===== src/design/clst_pkg.sv =====
// Shared types and codes for the circular list block.
`default_nettype none

package clst_pkg;

    localparam int REQ_TYPE_W    = 2;
    localparam int VALUE_W       = 32;
    localparam int STATUS_W      = 2;
    localparam int ENTRY_COUNT_W = 5;

    // request codes
    localparam logic [REQ_TYPE_W-1:0] REQ_HEAD   = 2'd0;
    localparam logic [REQ_TYPE_W-1:0] REQ_TAIL   = 2'd1;
    localparam logic [REQ_TYPE_W-1:0] REQ_REMOVE = 2'd2;

    // status codes
    localparam logic [STATUS_W-1:0] ST_OK        = 2'd0;
    localparam logic [STATUS_W-1:0] ST_FULL      = 2'd1;
    localparam logic [STATUS_W-1:0] ST_NOT_FOUND = 2'd2;
    localparam logic [STATUS_W-1:0] ST_EMPTY     = 2'd3;

    // controller -> datapath
    typedef struct packed {
        logic                load;
        logic                ins_write;
        logic                ins_link;
        logic                scan_step;
        logic                rm_unlink;
        logic                rm_advance;
        logic                st_load;
        logic [STATUS_W-1:0] st_code;
        logic                out_load;
    } clst_cmd_t;

    // datapath -> controller
    typedef struct packed {
        logic empty;
        logic full;
        logic match;
        logic last_step;
        logic free_hit;
        logic out_free;
    } clst_sts_t;

endpackage

`default_nettype wire


===== src/design/clst_req_if.sv =====
// Request channel: valid/ready handshake with operation and value.
`default_nettype none

interface clst_req_if;
    import clst_pkg::*;

    logic                       valid;
    logic                       ready;
    logic [REQ_TYPE_W-1:0]      req_type;
    logic signed [VALUE_W-1:0]  value;

    modport source (output valid, output req_type, output value, input ready);
    modport sink   (input valid, input req_type, input value, output ready);
endinterface

`default_nettype wire


===== src/design/clst_rsp_if.sv =====
// Response channel: valid/ready handshake with status and entry count.
`default_nettype none

interface clst_rsp_if;
    import clst_pkg::*;

    logic                     valid;
    logic                     ready;
    logic [STATUS_W-1:0]      status;
    logic [ENTRY_COUNT_W-1:0] entry_count;

    modport source (output valid, output status, output entry_count, input ready);
    modport sink   (input valid, input status, input entry_count, output ready);
endinterface

`default_nettype wire


===== src/design/circular_list_insert_remove.sv =====
// Sequence, accept to result: an insert writes the entry and, unless the list was empty,
// links it behind the tail; it then scans for the next free slot unless it filled the list.
// A refused insert goes straight to the result. Remove compares entries one link per cycle,
// up to CAPACITY, and an empty list is answered without a walk. One item in flight; the next
// item is taken the cycle after the output register loads the result, after any output stall.
// Reset clears count, head, tail, free map and handshake state; the entry store is not cleared.
`default_nettype none

module circular_list_insert_remove #(
    parameter int CAPACITY = 16
) (
    input  logic        clk,
    input  logic        rst_n,
    clst_req_if.sink    req,
    clst_rsp_if.source  rsp
);
    import clst_pkg::*;

    clst_cmd_t cmd;
    clst_sts_t sts;

    // Controller sequences each item: accept, insert write, tail link fix,
    // free-slot scan, or the remove walk, then hand-off to the result register.
    clst_ctrl u_ctrl (
        .clk         (clk),
        .rst_n       (rst_n),
        .in_valid    (req.valid),
        .in_req_type (req.req_type),
        .in_ready    (req.ready),
        .sts         (sts),
        .cmd         (cmd)
    );

    // Datapath holds the entry store (value and link memories with registered
    // reads), free map, head/tail/count and the result register.
    clst_dpath #(
        .CAPACITY (CAPACITY)
    ) u_dpath (
        .clk             (clk),
        .rst_n           (rst_n),
        .in_req_type     (req.req_type),
        .in_value        (req.value),
        .cmd             (cmd),
        .sts             (sts),
        .out_valid       (rsp.valid),
        .out_ready       (rsp.ready),
        .out_status      (rsp.status),
        .out_entry_count (rsp.entry_count)
    );

endmodule

`default_nettype wire


===== src/design/clst_ctrl.sv =====
// Controller state machine for the circular list block.
`default_nettype none

module clst_ctrl (
    input  logic                               clk,
    input  logic                               rst_n,
    input  logic                               in_valid,
    input  logic [clst_pkg::REQ_TYPE_W-1:0]    in_req_type,
    output logic                               in_ready,
    input  clst_pkg::clst_sts_t                sts,
    output clst_pkg::clst_cmd_t                cmd
);
    import clst_pkg::*;

    localparam logic [2:0] S_IDLE   = 3'd0;
    localparam logic [2:0] S_INS    = 3'd1;
    localparam logic [2:0] S_LINK   = 3'd2;
    localparam logic [2:0] S_SCAN   = 3'd3;
    localparam logic [2:0] S_RM_CMP = 3'd4;
    localparam logic [2:0] S_DONE   = 3'd5;

    logic [2:0] state_reg;
    logic [2:0] state_next;

    always_comb
    begin
        cmd        = '0;
        state_next = state_reg;
        in_ready   = (state_reg == S_IDLE);
        case (state_reg)
            S_IDLE:
            begin
                if (in_valid)
                begin
                    cmd.load = 1'b1;
                    case (in_req_type)
                        REQ_HEAD, REQ_TAIL:
                        begin
                            state_next = S_INS;
                        end
                        REQ_REMOVE:
                        begin
                            if (sts.empty)
                            begin
                                cmd.st_load = 1'b1;
                                cmd.st_code = ST_EMPTY;
                                state_next  = S_DONE;
                            end
                            else
                            begin
                                state_next = S_RM_CMP;
                            end
                        end
                        default:
                        begin
                            // unused code: no change
                            cmd.st_load = 1'b1;
                            cmd.st_code = ST_OK;
                            state_next  = S_DONE;
                        end
                    endcase
                end
            end
            S_INS:
            begin
                cmd.st_load = 1'b1;
                if (sts.full)
                begin
                    cmd.st_code = ST_FULL;
                    state_next  = S_DONE;
                end
                else
                begin
                    cmd.st_code   = ST_OK;
                    cmd.ins_write = 1'b1;
                    state_next    = sts.empty ? S_SCAN : S_LINK;
                end
            end
            S_LINK:
            begin
                cmd.ins_link = 1'b1;
                // count already bumped: full means no free slot left to find
                state_next   = sts.full ? S_DONE : S_SCAN;
            end
            S_SCAN:
            begin
                if (sts.free_hit)
                begin
                    state_next = S_DONE;
                end
                else
                begin
                    cmd.scan_step = 1'b1;
                end
            end
            S_RM_CMP:
            begin
                if (sts.match)
                begin
                    cmd.rm_unlink = 1'b1;
                    cmd.st_load   = 1'b1;
                    cmd.st_code   = ST_OK;
                    state_next    = S_DONE;
                end
                else if (sts.last_step)
                begin
                    cmd.st_load = 1'b1;
                    cmd.st_code = ST_NOT_FOUND;
                    state_next  = S_DONE;
                end
                else
                begin
                    cmd.rm_advance = 1'b1;
                end
            end
            S_DONE:
            begin
                if (sts.out_free)
                begin
                    cmd.out_load = 1'b1;
                    state_next   = S_IDLE;
                end
            end
            default:
            begin
                state_next = S_IDLE;
            end
        endcase
    end

    always_ff @(posedge clk or negedge rst_n)
    begin
        if (!rst_n)
        begin
            state_reg <= S_IDLE;
        end
        else
        begin
            state_reg <= state_next;
        end
    end

endmodule

`default_nettype wire


===== src/design/clst_dpath.sv =====
// Datapath: entry store, links, free map, list pointers and result register.
`default_nettype none

module clst_dpath #(
    parameter int CAPACITY = 16
) (
    input  logic                                  clk,
    input  logic                                  rst_n,
    input  logic [clst_pkg::REQ_TYPE_W-1:0]       in_req_type,
    input  logic signed [clst_pkg::VALUE_W-1:0]   in_value,
    input  clst_pkg::clst_cmd_t                   cmd,
    output clst_pkg::clst_sts_t                   sts,
    output logic                                  out_valid,
    input  logic                                  out_ready,
    output logic [clst_pkg::STATUS_W-1:0]         out_status,
    output logic [clst_pkg::ENTRY_COUNT_W-1:0]    out_entry_count
);
    import clst_pkg::*;

    localparam int IDX_W = $clog2(CAPACITY);
    localparam int CNT_W = $clog2(CAPACITY + 1);

    // entry store, no reset
    logic [VALUE_W-1:0] val_mem  [CAPACITY];
    logic [IDX_W-1:0]   link_mem [CAPACITY];
    logic [VALUE_W-1:0] rd_value_reg;
    logic [IDX_W-1:0]   rd_link_reg;

    logic [REQ_TYPE_W-1:0] req_reg;
    logic [VALUE_W-1:0]    value_reg;
    logic [IDX_W-1:0]      slot_reg;
    logic [IDX_W-1:0]      cur_reg;
    logic [IDX_W-1:0]      prev_reg;
    logic [CNT_W-1:0]      steps_reg;
    logic [STATUS_W-1:0]   st_reg;

    logic [CNT_W-1:0]      count_reg;
    logic [IDX_W-1:0]      first_reg;
    logic [IDX_W-1:0]      last_reg;
    logic [CAPACITY-1:0]   free_reg;
    logic [IDX_W-1:0]      lfree_reg;   // lowest free entry while not full
    logic                  out_valid_reg;
    logic [STATUS_W-1:0]   out_status_reg;
    logic [ENTRY_COUNT_W-1:0] out_count_reg;

    logic                  empty;
    logic                  full;
    logic                  single;
    logic                  link_we;
    logic [IDX_W-1:0]      link_waddr;
    logic [IDX_W-1:0]      link_wdata;
    logic                  rd_en;
    logic [IDX_W-1:0]      rd_addr;

    assign empty  = (count_reg == '0);
    assign full   = (count_reg == CNT_W'(CAPACITY));
    assign single = (count_reg == CNT_W'(1));

    assign sts.empty     = empty;
    assign sts.full      = full;
    assign sts.match     = (rd_value_reg == value_reg);
    assign sts.last_step = (CNT_W'(steps_reg + 1'b1) == count_reg);
    assign sts.free_hit  = free_reg[lfree_reg];
    assign sts.out_free  = !out_valid_reg || out_ready;

    assign rd_en   = cmd.load || cmd.rm_advance;
    assign rd_addr = cmd.load ? first_reg : rd_link_reg;

    always_comb
    begin
        link_we    = 1'b0;
        link_waddr = lfree_reg;
        link_wdata = empty ? lfree_reg : first_reg;
        if (cmd.ins_write)
        begin
            link_we = 1'b1;
        end
        else if (cmd.ins_link)
        begin
            link_we    = 1'b1;
            link_waddr = last_reg;
            link_wdata = slot_reg;
        end
        else if (cmd.rm_unlink && !single)
        begin
            link_we    = 1'b1;
            link_waddr = prev_reg;
            link_wdata = rd_link_reg;
        end
    end

    always_ff @(posedge clk)
    begin
        if (cmd.ins_write)
        begin
            val_mem[lfree_reg] <= value_reg;
        end
        if (link_we)
        begin
            link_mem[link_waddr] <= link_wdata;
        end
        if (rd_en)
        begin
            rd_value_reg <= val_mem[rd_addr];
            rd_link_reg  <= link_mem[rd_addr];
        end
    end

    // request payload and walk pointers
    always_ff @(posedge clk)
    begin
        if (cmd.load)
        begin
            req_reg   <= in_req_type;
            value_reg <= in_value;
            cur_reg   <= first_reg;
            prev_reg  <= last_reg;
            steps_reg <= '0;
        end
        if (cmd.rm_advance)
        begin
            prev_reg  <= cur_reg;
            cur_reg   <= rd_link_reg;
            steps_reg <= CNT_W'(steps_reg + 1'b1);
        end
        if (cmd.ins_write)
        begin
            slot_reg <= lfree_reg;
        end
        if (cmd.st_load)
        begin
            st_reg <= cmd.st_code;
        end
        if (cmd.out_load)
        begin
            out_status_reg <= st_reg;
            out_count_reg  <= ENTRY_COUNT_W'(count_reg);
        end
    end

    always_ff @(posedge clk or negedge rst_n)
    begin
        if (!rst_n)
        begin
            count_reg     <= '0;
            first_reg     <= '0;
            last_reg      <= '0;
            free_reg      <= '1;
            lfree_reg     <= '0;
            out_valid_reg <= 1'b0;
        end
        else
        begin
            if (cmd.ins_write)
            begin
                free_reg[lfree_reg] <= 1'b0;
                count_reg           <= CNT_W'(count_reg + 1'b1);
                if (empty)
                begin
                    first_reg <= lfree_reg;
                    last_reg  <= lfree_reg;
                end
            end
            if (cmd.ins_link)
            begin
                if (req_reg == REQ_HEAD)
                begin
                    first_reg <= slot_reg;
                end
                else
                begin
                    last_reg <= slot_reg;
                end
            end
            if (cmd.scan_step)
            begin
                lfree_reg <= IDX_W'(lfree_reg + 1'b1);
            end
            if (cmd.rm_unlink)
            begin
                free_reg[cur_reg] <= 1'b1;
                count_reg         <= CNT_W'(count_reg - 1'b1);
                if (full || (cur_reg < lfree_reg))
                begin
                    lfree_reg <= cur_reg;
                end
                if (single)
                begin
                    first_reg <= '0;
                    last_reg  <= '0;
                end
                else
                begin
                    if (cur_reg == first_reg)
                    begin
                        first_reg <= rd_link_reg;
                    end
                    if (cur_reg == last_reg)
                    begin
                        last_reg <= prev_reg;
                    end
                end
            end
            if (cmd.out_load)
            begin
                out_valid_reg <= 1'b1;
            end
            else if (out_ready)
            begin
                out_valid_reg <= 1'b0;
            end
        end
    end

    assign out_valid       = out_valid_reg;
    assign out_status      = out_status_reg;
    assign out_entry_count = out_count_reg;

`ifndef SYNTHESIS
    a_count_bound: assert property (@(posedge clk) disable iff (!rst_n)
        count_reg <= CNT_W'(CAPACITY))
        else $error("entry count above capacity");

    a_free_balance: assert property (@(posedge clk) disable iff (!rst_n)
        ($countones(free_reg) + int'(count_reg)) == CAPACITY)
        else $error("free map and entry count disagree");

    a_empty_ptrs: assert property (@(posedge clk) disable iff (!rst_n)
        empty |-> (first_reg == '0 && last_reg == '0))
        else $error("empty list with nonzero head or tail");

    a_single_ptrs: assert property (@(posedge clk) disable iff (!rst_n)
        single |-> (first_reg == last_reg))
        else $error("single entry with head and tail apart");
`endif

endmodule

`default_nettype wire


===== src/flat_wrapper.sv =====
// flat-port wrapper written by rule: the top's interface ports become plain ports
module circular_list_insert_remove_flat import clst_pkg::*;
#(
    parameter int CAPACITY = 16
)
  (clk, rst_n, req_valid, req_req_type, req_value, req_ready, rsp_valid, rsp_status, rsp_entry_count, rsp_ready);
  clst_req_if req_i ();
  clst_rsp_if rsp_i ();
  input  logic clk;
  input  logic rst_n;
  input wire logic [$bits(req_i.valid)-1:0] req_valid;
  input wire logic [$bits(req_i.req_type)-1:0] req_req_type;
  input wire logic [$bits(req_i.value)-1:0] req_value;
  output wire logic [$bits(req_i.ready)-1:0] req_ready;
  output wire logic [$bits(rsp_i.valid)-1:0] rsp_valid;
  output wire logic [$bits(rsp_i.status)-1:0] rsp_status;
  output wire logic [$bits(rsp_i.entry_count)-1:0] rsp_entry_count;
  input wire logic [$bits(rsp_i.ready)-1:0] rsp_ready;
  assign req_i.valid = req_valid;
  assign req_i.req_type = req_req_type;
  assign req_i.value = req_value;
  assign req_ready = req_i.ready;
  assign rsp_valid = rsp_i.valid;
  assign rsp_status = rsp_i.status;
  assign rsp_entry_count = rsp_i.entry_count;
  assign rsp_i.ready = rsp_ready;
  circular_list_insert_remove #(.CAPACITY(CAPACITY)) u_core (.clk(clk), .rst_n(rst_n), .req(req_i), .rsp(rsp_i));
endmodule

===== config.mk =====
export PLATFORM = sky130hd
export DESIGN_NAME = circular_list_insert_remove_flat
export DESIGN_NICKNAME = d
export VERILOG_FILES = /design/src/design/clst_pkg.sv /design/src/design/clst_req_if.sv /design/src/design/clst_rsp_if.sv /design/src/design/circular_list_insert_remove.sv /design/src/design/clst_ctrl.sv /design/src/design/clst_dpath.sv /design/src/flat_wrapper.sv
export SDC_FILE = /design/constraint.sdc
export NUM_CORES = 1
export LEC_CHECK = 0
export BUFFER_PORTS_ARGS = -buffer_cell sky130_fd_sc_hd__buf_2
export CORE_ASPECT_RATIO = 0.6
export CORE_UTILIZATION = 50
export CTS_CLUSTER_SIZE = 12
export DETAILED_ROUTE_END_ITERATION = 16
export PLACE_DENSITY = 0.68
export SLEW_MARGIN = 15
export SYNTH_ARGS = -nofsm -noshare
export SYNTH_HDL_FRONTEND = slang
export SYNTH_HIERARCHICAL = 1
export SYNTH_SLANG_ARGS = --single-unit
export TNS_END_PERCENT = 20

===== constraint.sdc =====
create_clock -name clk -period 4.9 [get_ports clk]
set_input_delay 0 -clock clk [delete_from_list [all_inputs] [get_ports clk]]
set_output_delay 0 -clock clk [all_outputs]
set_load 0.01 [all_outputs]

# == Yosys cells after proc, flatten, opt, wreduce, memory -nomap -nowiden ==
# Memory sizes are Yosys's and may differ from the RTL's. A register that Yosys moved wholly into a read port is not among the register bits.
# Cells that the tools add are included.
# word_totals
ff_bits,97
inputBits,38
n_memories,2
ram_bits,576
output_inout_bits,9
# classes
eq_ne,17
n_lt_le_gt_ge,5
add_sub_neg,4
reduce_logical,17
n_mux,80
n_bitwise,3
# memory_table
memory,depth,width,read_ports,rd_ports_with_merged_regs,write_ports,line,text
u_core.u_dpath.val_mem,16,32,1,1,1,clst_dpath.sv:24,logic [VALUE_W-1:0] val_mem [CAPACITY];
u_core.u_dpath.link_mem,16,4,1,1,1,clst_dpath.sv:25,logic [IDX_W-1:0] link_mem [CAPACITY];
# ops
cell,n
4-bit two-way mux,28
3-bit two-way mux,11
32-bit equality test,1
16-bit two-way mux,2
1-bit two-way mux,27
5-bit two-way mux,4
3-bit case mux with 6 select lines,1
16-bit bitwise AND,1
16-bit inverter,1
16-bit bitwise OR,1
3-bit case mux with 2 select lines,2
"5-bit by 1-bit adder with 5-bit output, second input constant",2
"4-bit by 5-bit < comparator with 1-bit output, second input constant",2
3-bit case mux with 3 select lines,1
1-bit demux with 4-bit select,2
4-bit equality test,2
"4-bit by 1-bit greater-or-equal comparator with 1-bit output, second input constant",2
"3-bit by 2-bit equality test with 1-bit output, second input constant",2
"3-bit equality test, second input constant",2
2-bit nonzero test,3
"5-bit by 1-bit equality test with 1-bit output, second input constant",1
5-bit equality test,1
"5-bit equality test, second input constant",1
5-bit logical NOT,1
other kinds (18),25

# == Depth between registers and ports, before layout ==
# Gate-level depths: netlist of the first run.
# depth
ltp_word,11
ltp_mapped,11

# == Hierarchy ==
# Netlist of the first run, hierarchy kept.
# by_module_without_submodules
module,instances,seq_area_each_um2,area_per_inst_um2,cells_each
clst_dpath,1,21050.2,27540.2,1350
clst_ctrl,1,75.1,406.6,56

# == Worst setup path after synthesis of the first run ==
# No wires, ideal clock.
# synth_timing
path_kind,register to register
startpoint,reg u_core.u_dpath.count_reg[0]
endpoint,reg u_core.u_dpath.free_reg[1]
path_slack_ns,-0.242
t_required_ns,4.699
stages_incl_launch_ff,11
setup_ns,0.201
period_less_slack_ns,5.142
arrival_time_ns,4.942
n_path_buf,2
path_cell_list,dfrtp_1 -> inv_1 -> ha_1 -> nand3_1 -> inv_1 -> buf_4 -> nor4_1 -> clkbuf_1 -> nand2_1 -> nor3_1 -> o32ai_1
# synth_rtl
item,line,text
start: declaration,clst_dpath.sv:37,logic [CNT_W-1:0] count_reg;
start signal: assignment,clst_dpath.sv:157,count_reg <= CNT_W'(count_reg + 1'b1);
start signal: assignment,clst_dpath.sv:182,count_reg <= CNT_W'(count_reg - 1'b1);
end signal: assignment,clst_dpath.sv:148,free_reg <= '1;
end signal: indexed assignment,clst_dpath.sv:156,free_reg[lfree_reg] <= 1'b0;
end signal: indexed assignment,clst_dpath.sv:181,free_reg[cur_reg] <= 1'b1;
end: declaration,clst_dpath.sv:40,logic [CAPACITY-1:0] free_reg;

==> results of run 1 <==
==> how the worst max path moves through the flow <==
stage	startpoint	endpoint	slack (ns)
after floorplan	u_core/u_dpath/count_reg[0]$_DFFE_PN0P_	u_core/u_dpath/val_mem[11][0]$_DFFE_PP_	0.40
after global placement	u_core/u_dpath/value_reg[24]$_DFFE_PP_	u_core/u_dpath/link_mem[8][0]$_DFFE_PP_	0.79
after detailed placement	u_core/u_dpath/value_reg[24]$_DFFE_PP_	u_core/u_dpath/link_mem[6][3]$_DFFE_PP_	0.67
after CTS	u_core/u_dpath/value_reg[24]$_DFFE_PP_	u_core/u_dpath/link_mem[6][2]$_DFFE_PP_	0.65
after global routing	u_core/u_dpath/value_reg[24]$_DFFE_PP_	u_core/u_dpath/link_mem[6][2]$_DFFE_PP_	0.37
final	u_core/u_dpath/value_reg[24]$_DFFE_PP_	u_core/u_dpath/link_mem[4][3]$_DFFE_PP_	0.66
==> worst reg2reg max path: cells and delay by family (launching register included) <==
family | cells | cell delay (ns)
simple gates | 6 | 2.34
flops | 1 | 0.62
compound gates | 1 | 0.33
mux | 1 | 0.32
xor+xnor | 1 | 0.26
==> report_power, final <==
| part | internal (mW) | total, mW | switching (mW) |
|---|---|---|---|
| registers | 7.71 | 8.32 | 0.605 |
| logic | 1.92 | 4.64 | 2.72 |
| clock network | 2.66 | 4.76 | 2.10 |
==> cell type report <==
type | count | share of cell area [%]
Clock buffer | 92 | 5.91
Sequential cell | 709 | 66.5
Inverter | 13 | 0.162
Clock inverter | 6 | 0.158
Timing Repair Buffer | 143 | 3.55
Multi-Input combinational cell | 617 | 20.8
Tap cell | 748 | 2.95
==> cells in the mapped netlist (all sizes together) (2+ instances only) <==
cell and n:
mux2 16, nand2b 7, nand3 11, o32ai 3, a2bb2oi 5, nor2 40, a22oi 74, nand4 3
and3 3, a32oi 5, dfstp 16, and2 7, dfrtp 21, a31oi 2, nand2 75, mux2i 7
a21o 3, nor4b 2, xnor2 8, nor2b 9, buf 35, xor2 47, nand3b 3, o21ai 45
o31ai 2, mux4 149, edfxtp 672, a211oi 2, clkbuf 32, nor4 12, nor3 27, a22o 4
inv 12, ha 12, a21oi 19, o21a 2
==> per-layer routing <==
metal | up-vias | GRT usage, % | part of all wire (%)
li1 | 6047 | - | -
met1 | 7515 | 35.5 | 44
met2 | 739 | 33.3 | 44
met3 | 86 | 6.35 | 11
met4 | 2 | 5.23 | 1.6
met5 | - | 0.689 | 0.080
==> kinds of logic (layout without fill, tap and decap cells) <==
group                      after synthesis  after routing  synth area share, %
DFF                                    709            709                 75.6
and+or+nand+nor                        205            205                 3.51
AOI/OAI and AO/OA                      173            173                 4.24
muxes                                  172            172                 12.9
buffers and inverters                   80            254                 1.48
xor gates and xnor gates                55             55                 1.72
adders and majority gates               12             12                0.537
==> qor.csv, run 1 <==
stage,metric,value,unit
floorplanning,Initial Util,51.1,%
pwr,maximum vdd drop,0.321,mV
hold_path,hold crit path type,in2async,
pwr,pwr dens,558,mW/mm^2
worst_setup_path,Worst setup SP type,flop,
worst_setup_path,CP Depth,9,
synthesis,post-synth top area cell,edfxtp_1,
sta,setup_tns,0,ns
pwr,Final Power,17.7,mW
floorplanning,die area,0.0569,sq mm
worst_setup_path,worst-path maximum fanout,17,
place,# port buffers,46,
synthesis,Synth Cell Area,0.0279,sq mm
worst_setup_path,Setup Crit Path Kind,reg2reg,
worst_setup_path,Worst EP required,5.13,ns
sta,Final period util,86.5,%
finish,synth-to-layout area growth,13.6,%
place,RePlAce Congestion,0.926,
global_routing,first-pass GRT wire length,94.8,mm
synthesis,Yosys cell types,61,
worst_setup_path,reg2reg end,u_core/u_dpath/link_mem[4][3]$_DFFE_PP_,
clocking,clk_lat worst skew,0.60,ns
floorplanning,I/O pins,47,
route,TritonRoute pass-1 iters,6,
global_routing,pin count of the biggest net entering global routing,77,
clocking,H-tree Lvls,3,
synthesis,register bit count reported by yosys,709,
synthesis,main area contributors after synthesis,"edfxtp_1 72%, mux4_2 12%, a22oi_1 2.0%, dfrtp_1 1.9%, dfstp_2 1.5%",
sta,upper clock frequency limit,0.236,GHz
place,Final HPWL DP,35.4,mm
synthesis,Syn Area/Cell,19.9,sq um
clocking,Root Buffer,clkbuf_16,
finish,"commonest non-fill, non-tap cell in the layout",edfxtp_1,
finish,Reg with most FFs,u_core/u_dpath/val_mem,
worst_setup_path,critical-path cell list,xor2_1 > nor4_1 > nand4_1 > nor2_1 > and3_1 > nand2b_1 > a21o_1 > mux2i_1 > nor3_1,
worst_setup_path,CP Data Arrival Time,4.46,ns
clocking,CTS resizes,0,
clocking,Post-CTS Setup Inserts,0,
route,starting DRC count in detailed routing,1923,
worst_setup_path,Top delay family on crit path,simple AND/OR/NAND/NOR gates,
global_routing,gr usage total,23.2,%
finish,Filler cells,4037,
finish,Top Registers,"u_core/u_dpath/val_mem: 512 flops, u_core/u_dpath/link_mem: 64 flops",
finish,footprint of the multi-input gates,0.00660,sq mm
place,DP Cell Count,2193,
place,DP Area,0.0295,sq mm
worst_setup_path,worst reg2reg path depth,9,
route,drt drc,0,
global_routing,initial antenna violation count,1,
synthesis,"EDFF count, synth",672,
sta,unrepaired setup endpoints after global routing,no,
sta,post-route setup slack,0.663,ns
sta,Slew Limit Headroom,21.3,%
finish,Non-Filler Instances,2328,
synthesis,sequential area share after synthesis,75.6,%
clocking,Inserted Clock Buffers,69,
worst_setup_path,Critical path buffers and inverters,0,
floorplanning,row count,66,
finish,most frequent cells in the layout,"672 x edfxtp_1, 149 x mux4_2, 75 x nand2_1",
clocking,CTS tree,built,
finish,share of cells above drive strength 1,25.1,%
synthesis,yosys warns,6,
route,vias,14400,
worst_setup_path,CP max stage cell,nor3_1,
floorplanning,chip width,307,microns
sta,Clock Skews,0.0177,ns
clocking,# hold bufs at CTS,37,
global_routing,Congestion Overflow GR,0,
status,outcome,"complete, no violations",
floorplanning,Chip Height,185,microns
worst_setup_path,FF-to-FF setup slack,0.66,ns
synthesis,Mapped Cells,1406,
synthesis,"Primary FF master, synth",edfxtp_1,
finish,register area,0.0211,sq mm
run,max-cap viol count,0,
clocking,clock slew at reported path FFs,0.06,ns
route,via/cell ratio,6.18,
worst_setup_path,CP peak stage delay,0.63,ns
sta,worst-margin pin slew,1.17,ns
floorplanning,core region area,0.0547,sq mm
clocking,TritonCTS Sinks,709,
finish,Final #Nets,1603,
finish,Layout Utilization,58.1,%
place,pre-CTS setup slack,0.666,ns
sta,fin. max-slew vios,0,
global_routing,vias in the first global route,14300,
pwr,Lkg Pwr,10.3,nW
synthesis,asr flop ratio synth,5.22,%
finish,Diodes inserted,0,
finish,Final Cell Area,0.0318,sq mm
sta,setup violators final,0,
worst_setup_path,critical path endpoint category,flop,
sta,hold_ws,0.0847,ns
clocking,Longest Clk Path Bufs,3,
sta,Final Hold Violating Endpoints,0,
route,routed len/inst,27.5,microns
synthesis,share of the synthesized area in the top cell type,72.2,%
synthesis,syn nets,1456,
finish,Largest register FFs,512,
sta,min Tclk post-route,4.24,ns
route,Total Routed Length,63.9,mm
route,Antenna Violating Nets Remaining,0,
worst_setup_path,worst r2r src,u_core/u_dpath/value_reg[24]$_DFFE_PP_,
(Power assumes the default switching activity.)
==> run 2: changes to the inputs <==
Settings changed: RECOVER_POWER set to 25.
==> run 2 against run 1 <==
The run now ends with max-capacitance violations, max-slew violations left. Critical path depth is 1 higher. Total power is 0.12% lower. Maximum frequency is 3.4% lower. Die area stayed put. Clock power hardly changed. Utilization is 0.066 points lower. Register-to-register slack worse by 0.15 ns. Combinational power hardly changed. Sequential share of layout area is 0.076 points higher. Worst hold slack better by 0.034 ns. Cell area is 0.11% lower. Flip-flop and latch count stayed put.
==> qor.csv, run 2 (same netlist as run 1, synthesis figures left out) <==
stage,metric,value,unit,change
finish,share of cells above drive strength 1,23.7,%,-1.5 points
place,pre-CTS setup slack,0.666,ns,unchanged
worst_setup_path,Worst EP required,5.12,ns,about the same
sta,Final period util,89.5,%,+3.0 points
route,routed len/inst,27.4,microns,-0.16%
finish,synth-to-layout area growth,13.5,%,
route,WL met1,28.0,mm,+0.16%
place,Final HPWL DP,35.4,mm,unchanged
route,TritonRoute pass-1 iters,5,,-1
finish,Diodes inserted,0,,unchanged
worst_setup_path,worst-path maximum fanout,17,,unchanged
clocking,CTS tree,built,,
finish,Top Registers,"u_core/u_dpath/val_mem: 512 flops, u_core/u_dpath/link_mem: 64 flops",,
global_routing,first-pass GRT wire length,94.8,mm,unchanged
sta,unrepaired setup endpoints after global routing,no,,
pwr,switching power share of the total,30.6,%,-0.060 points
clocking,TritonCTS Sinks,709,,unchanged
route,top layer in use,met5,,
global_routing,initial antenna violation count,1,,unchanged
pwr,Lkg Pwr,10.2,nW,-0.64%
sta,setup violators final,0,,unchanged
hold_path,hold crit path type,in2reg,,
floorplanning,I/O pins,47,,unchanged
finish,"commonest non-fill, non-tap cell in the layout",edfxtp_1,,
floorplanning,core region area,0.0547,sq mm,unchanged
clocking,Inserted Clock Buffers,69,,unchanged
pwr,Int Power,12.3,mW,about the same
finish,Layout Utilization,58.0,%,-0.066 points
pwr,sequential power share,47.0,%,about the same
pwr,clock network power share,26.9,%,about the same
floorplanning,Initial Util,51.1,%,unchanged
worst_setup_path,Setup Crit Path Kind,reg2reg,,
worst_setup_path,CP Data Arrival Time,4.61,ns,+0.15 ns
finish,Largest register FFs,512,,unchanged
floorplanning,Chip Height,185,microns,unchanged
route,starting DRC count in detailed routing,1994,,+3.7%
sta,Final Hold Violating Endpoints,0,,unchanged
floorplanning,die area,0.0569,sq mm,unchanged
floorplanning,row count,66,,unchanged
sta,fin. max-slew vios,38,,+38
clocking,H-tree Lvls,3,,unchanged
route,via/cell ratio,6.12,,-0.91%
worst_setup_path,critical-path cell list,clkbuf_1 > xor2_1 > nor4_1 > nand4_1 > nor2_1 > and3_1 > nand2b_1 > a21o_1 > mux2i_1 > nor3_1,,
clocking,clk_lat worst skew,0.60,ns,about the same
sta,setup_tns,0,ns,unchanged
global_routing,gr usage total,23.2,%,unchanged
status,violated checks,"max-capacitance violations, max-slew violations",,
route,Total Routed Length,63.8,mm,-0.16%
pwr,maximum vdd drop,0.319,mV,-0.42%
place,# port buffers,46,,unchanged
clocking,Longest Clk Path Bufs,3,,unchanged
route,metal2 WL,28.1,mm,+0.25%
sta,worst-margin pin slew,2.17,ns,+1.00 ns
pwr,Final Power,17.7,mW,-0.12%
pwr,Switch Pwr,5.42,mW,-0.32%
worst_setup_path,CP max stage cell,nor3_1,,
clocking,# hold bufs at CTS,37,,unchanged
global_routing,vias in the first global route,14300,,unchanged
clocking,CTS resizes,0,,unchanged
floorplanning,chip width,307,microns,unchanged
sta,min Tclk post-route,4.38,ns,+0.147 ns
finish,Non-Filler Instances,2328,,unchanged
sta,upper clock frequency limit,0.228,GHz,-3.4%
clocking,Post-CTS Setup Inserts,0,,unchanged
finish,Final #Nets,1603,,unchanged
clocking,Root Buffer,clkbuf_16,,
global_routing,Congestion Overflow GR,0,,unchanged
sta,Slew Limit Headroom,-44.9,%,-66 points
route,drt drc,0,,unchanged
clocking,clock slew at reported path FFs,0.06,ns,about the same
route,Antenna Violating Nets Remaining,0,,unchanged
status,outcome,finished with violations,,
run,max-cap viol count,1,,+1
pwr,pwr dens,558,mW/mm^2,about the same
worst_setup_path,CP peak stage delay,0.64,ns,about the same
route,vias,14300,,-0.91%
sta,Clock Skews,0.0180,ns,+0.000341 ns
sta,post-route setup slack,0.516,ns,-0.147 ns
finish,Reg with most FFs,u_core/u_dpath/val_mem,,
pwr,combinational share of power,26.1,%,about the same
place,DP Cell Count,2193,,unchanged
worst_setup_path,critical path endpoint category,flop,,
route,routed length on met3,6.73,mm,-2.0%
global_routing,pin count of the biggest net entering global routing,77,,unchanged
place,RePlAce Congestion,0.926,,unchanged
finish,most frequent cells in the layout,"672 x edfxtp_1, 149 x mux4_2, 75 x nand2_1",,
worst_setup_path,Worst setup SP type,flop,,
run 2: cell types whose count changed in the layout (fill, tap and decap cells not counted):
| cell | previous run | this run |
|---|---|---|
| buf_2 | 46 | 26 |
| buf_4 | 54 | 51 |
| clkbuf_1 | 20 | 43 |
run 2: power groups by stage:
stage,Clock [mW],Combinational [mW],Sequential [mW]
after CTS,4.86,4.65,8.30
final,4.76,4.62,8.32
after global routing,5.07,4.99,8.39
after floorplan,0,3.24,8.12
after global placement,0,4.56,8.38
after detailed placement,0,4.61,8.42
run 2: critical path, delay by kind of cell, from the launching register on:
family / cells / cell delay (ns)
compound gates: 1 / 0.32
xor+xnor: 1 / 0.14
buf+inv: 1 / 0.51
flops: 1 / 0.32
mux: 1 / 0.32
simple gates: 6 / 2.40
run 2: area by class of cell:
| cell class | count | area [sq um] |
|---|---|---|
| clock inverters | 6 | 50.0 |
| well taps | 748 | 936 |
| fillers | 4047 | 22900 |
| inverters | 13 | 51.3 |
| clock buffers | 92 | 1880 |
| flip-flops and latches | 709 | 21100 |
| repair buffers | 143 | 1090 |
| multi-input cells | 617 | 6600 |
run 2: routing by layer:
metal  global-route usage (%)  vias to the layer above
li1                         -                     6040
met1                     35.5                     7434
met2                     33.3                      704
met3                     6.35                       78
met4                     5.23                        2
met5                    0.689                        -
run 2: worst paths after layout:
kind | from | end | slack [ns] | cells after the start
max in group asynchronous | rst_n | u_core/u_dpath/lfree_reg[3]$_DFF_PN0_ | 3.04 | 2
max | u_core/u_dpath/value_reg[18]$_DFFE_PP_ | u_core/u_dpath/link_mem[4][1]$_DFFE_PP_ | 0.52 | 10
min | req_value[2] | u_core/u_dpath/value_reg[2]$_DFFE_PP_ | 0.12 | 2
min reg2reg | u_core/u_dpath/st_reg[0]$_DFFE_PP_ | u_core/u_dpath/out_status[0]$_DFFE_PP_ | 0.42 | 0
min in group asynchronous | rst_n | u_core/u_dpath/last_reg[1]$_DFF_PN0_ | 0.60 | 2
max reg2reg | u_core/u_dpath/value_reg[18]$_DFFE_PP_ | u_core/u_dpath/link_mem[4][1]$_DFFE_PP_ | 0.52 | 10
run 2: through the flow:
| stage | hold slack (ns) | cell area [sq um] |
|---|---|---|
| floorplan | -0.296 | 28000 |
| detailed placement | 0.174 | 29500 |
| CTS | 0.0863 | 31800 |
| global route | 0.105 | 31700 |
| finish | 0.119 | 31700 |
| global placement | 0.160 | 29500 |
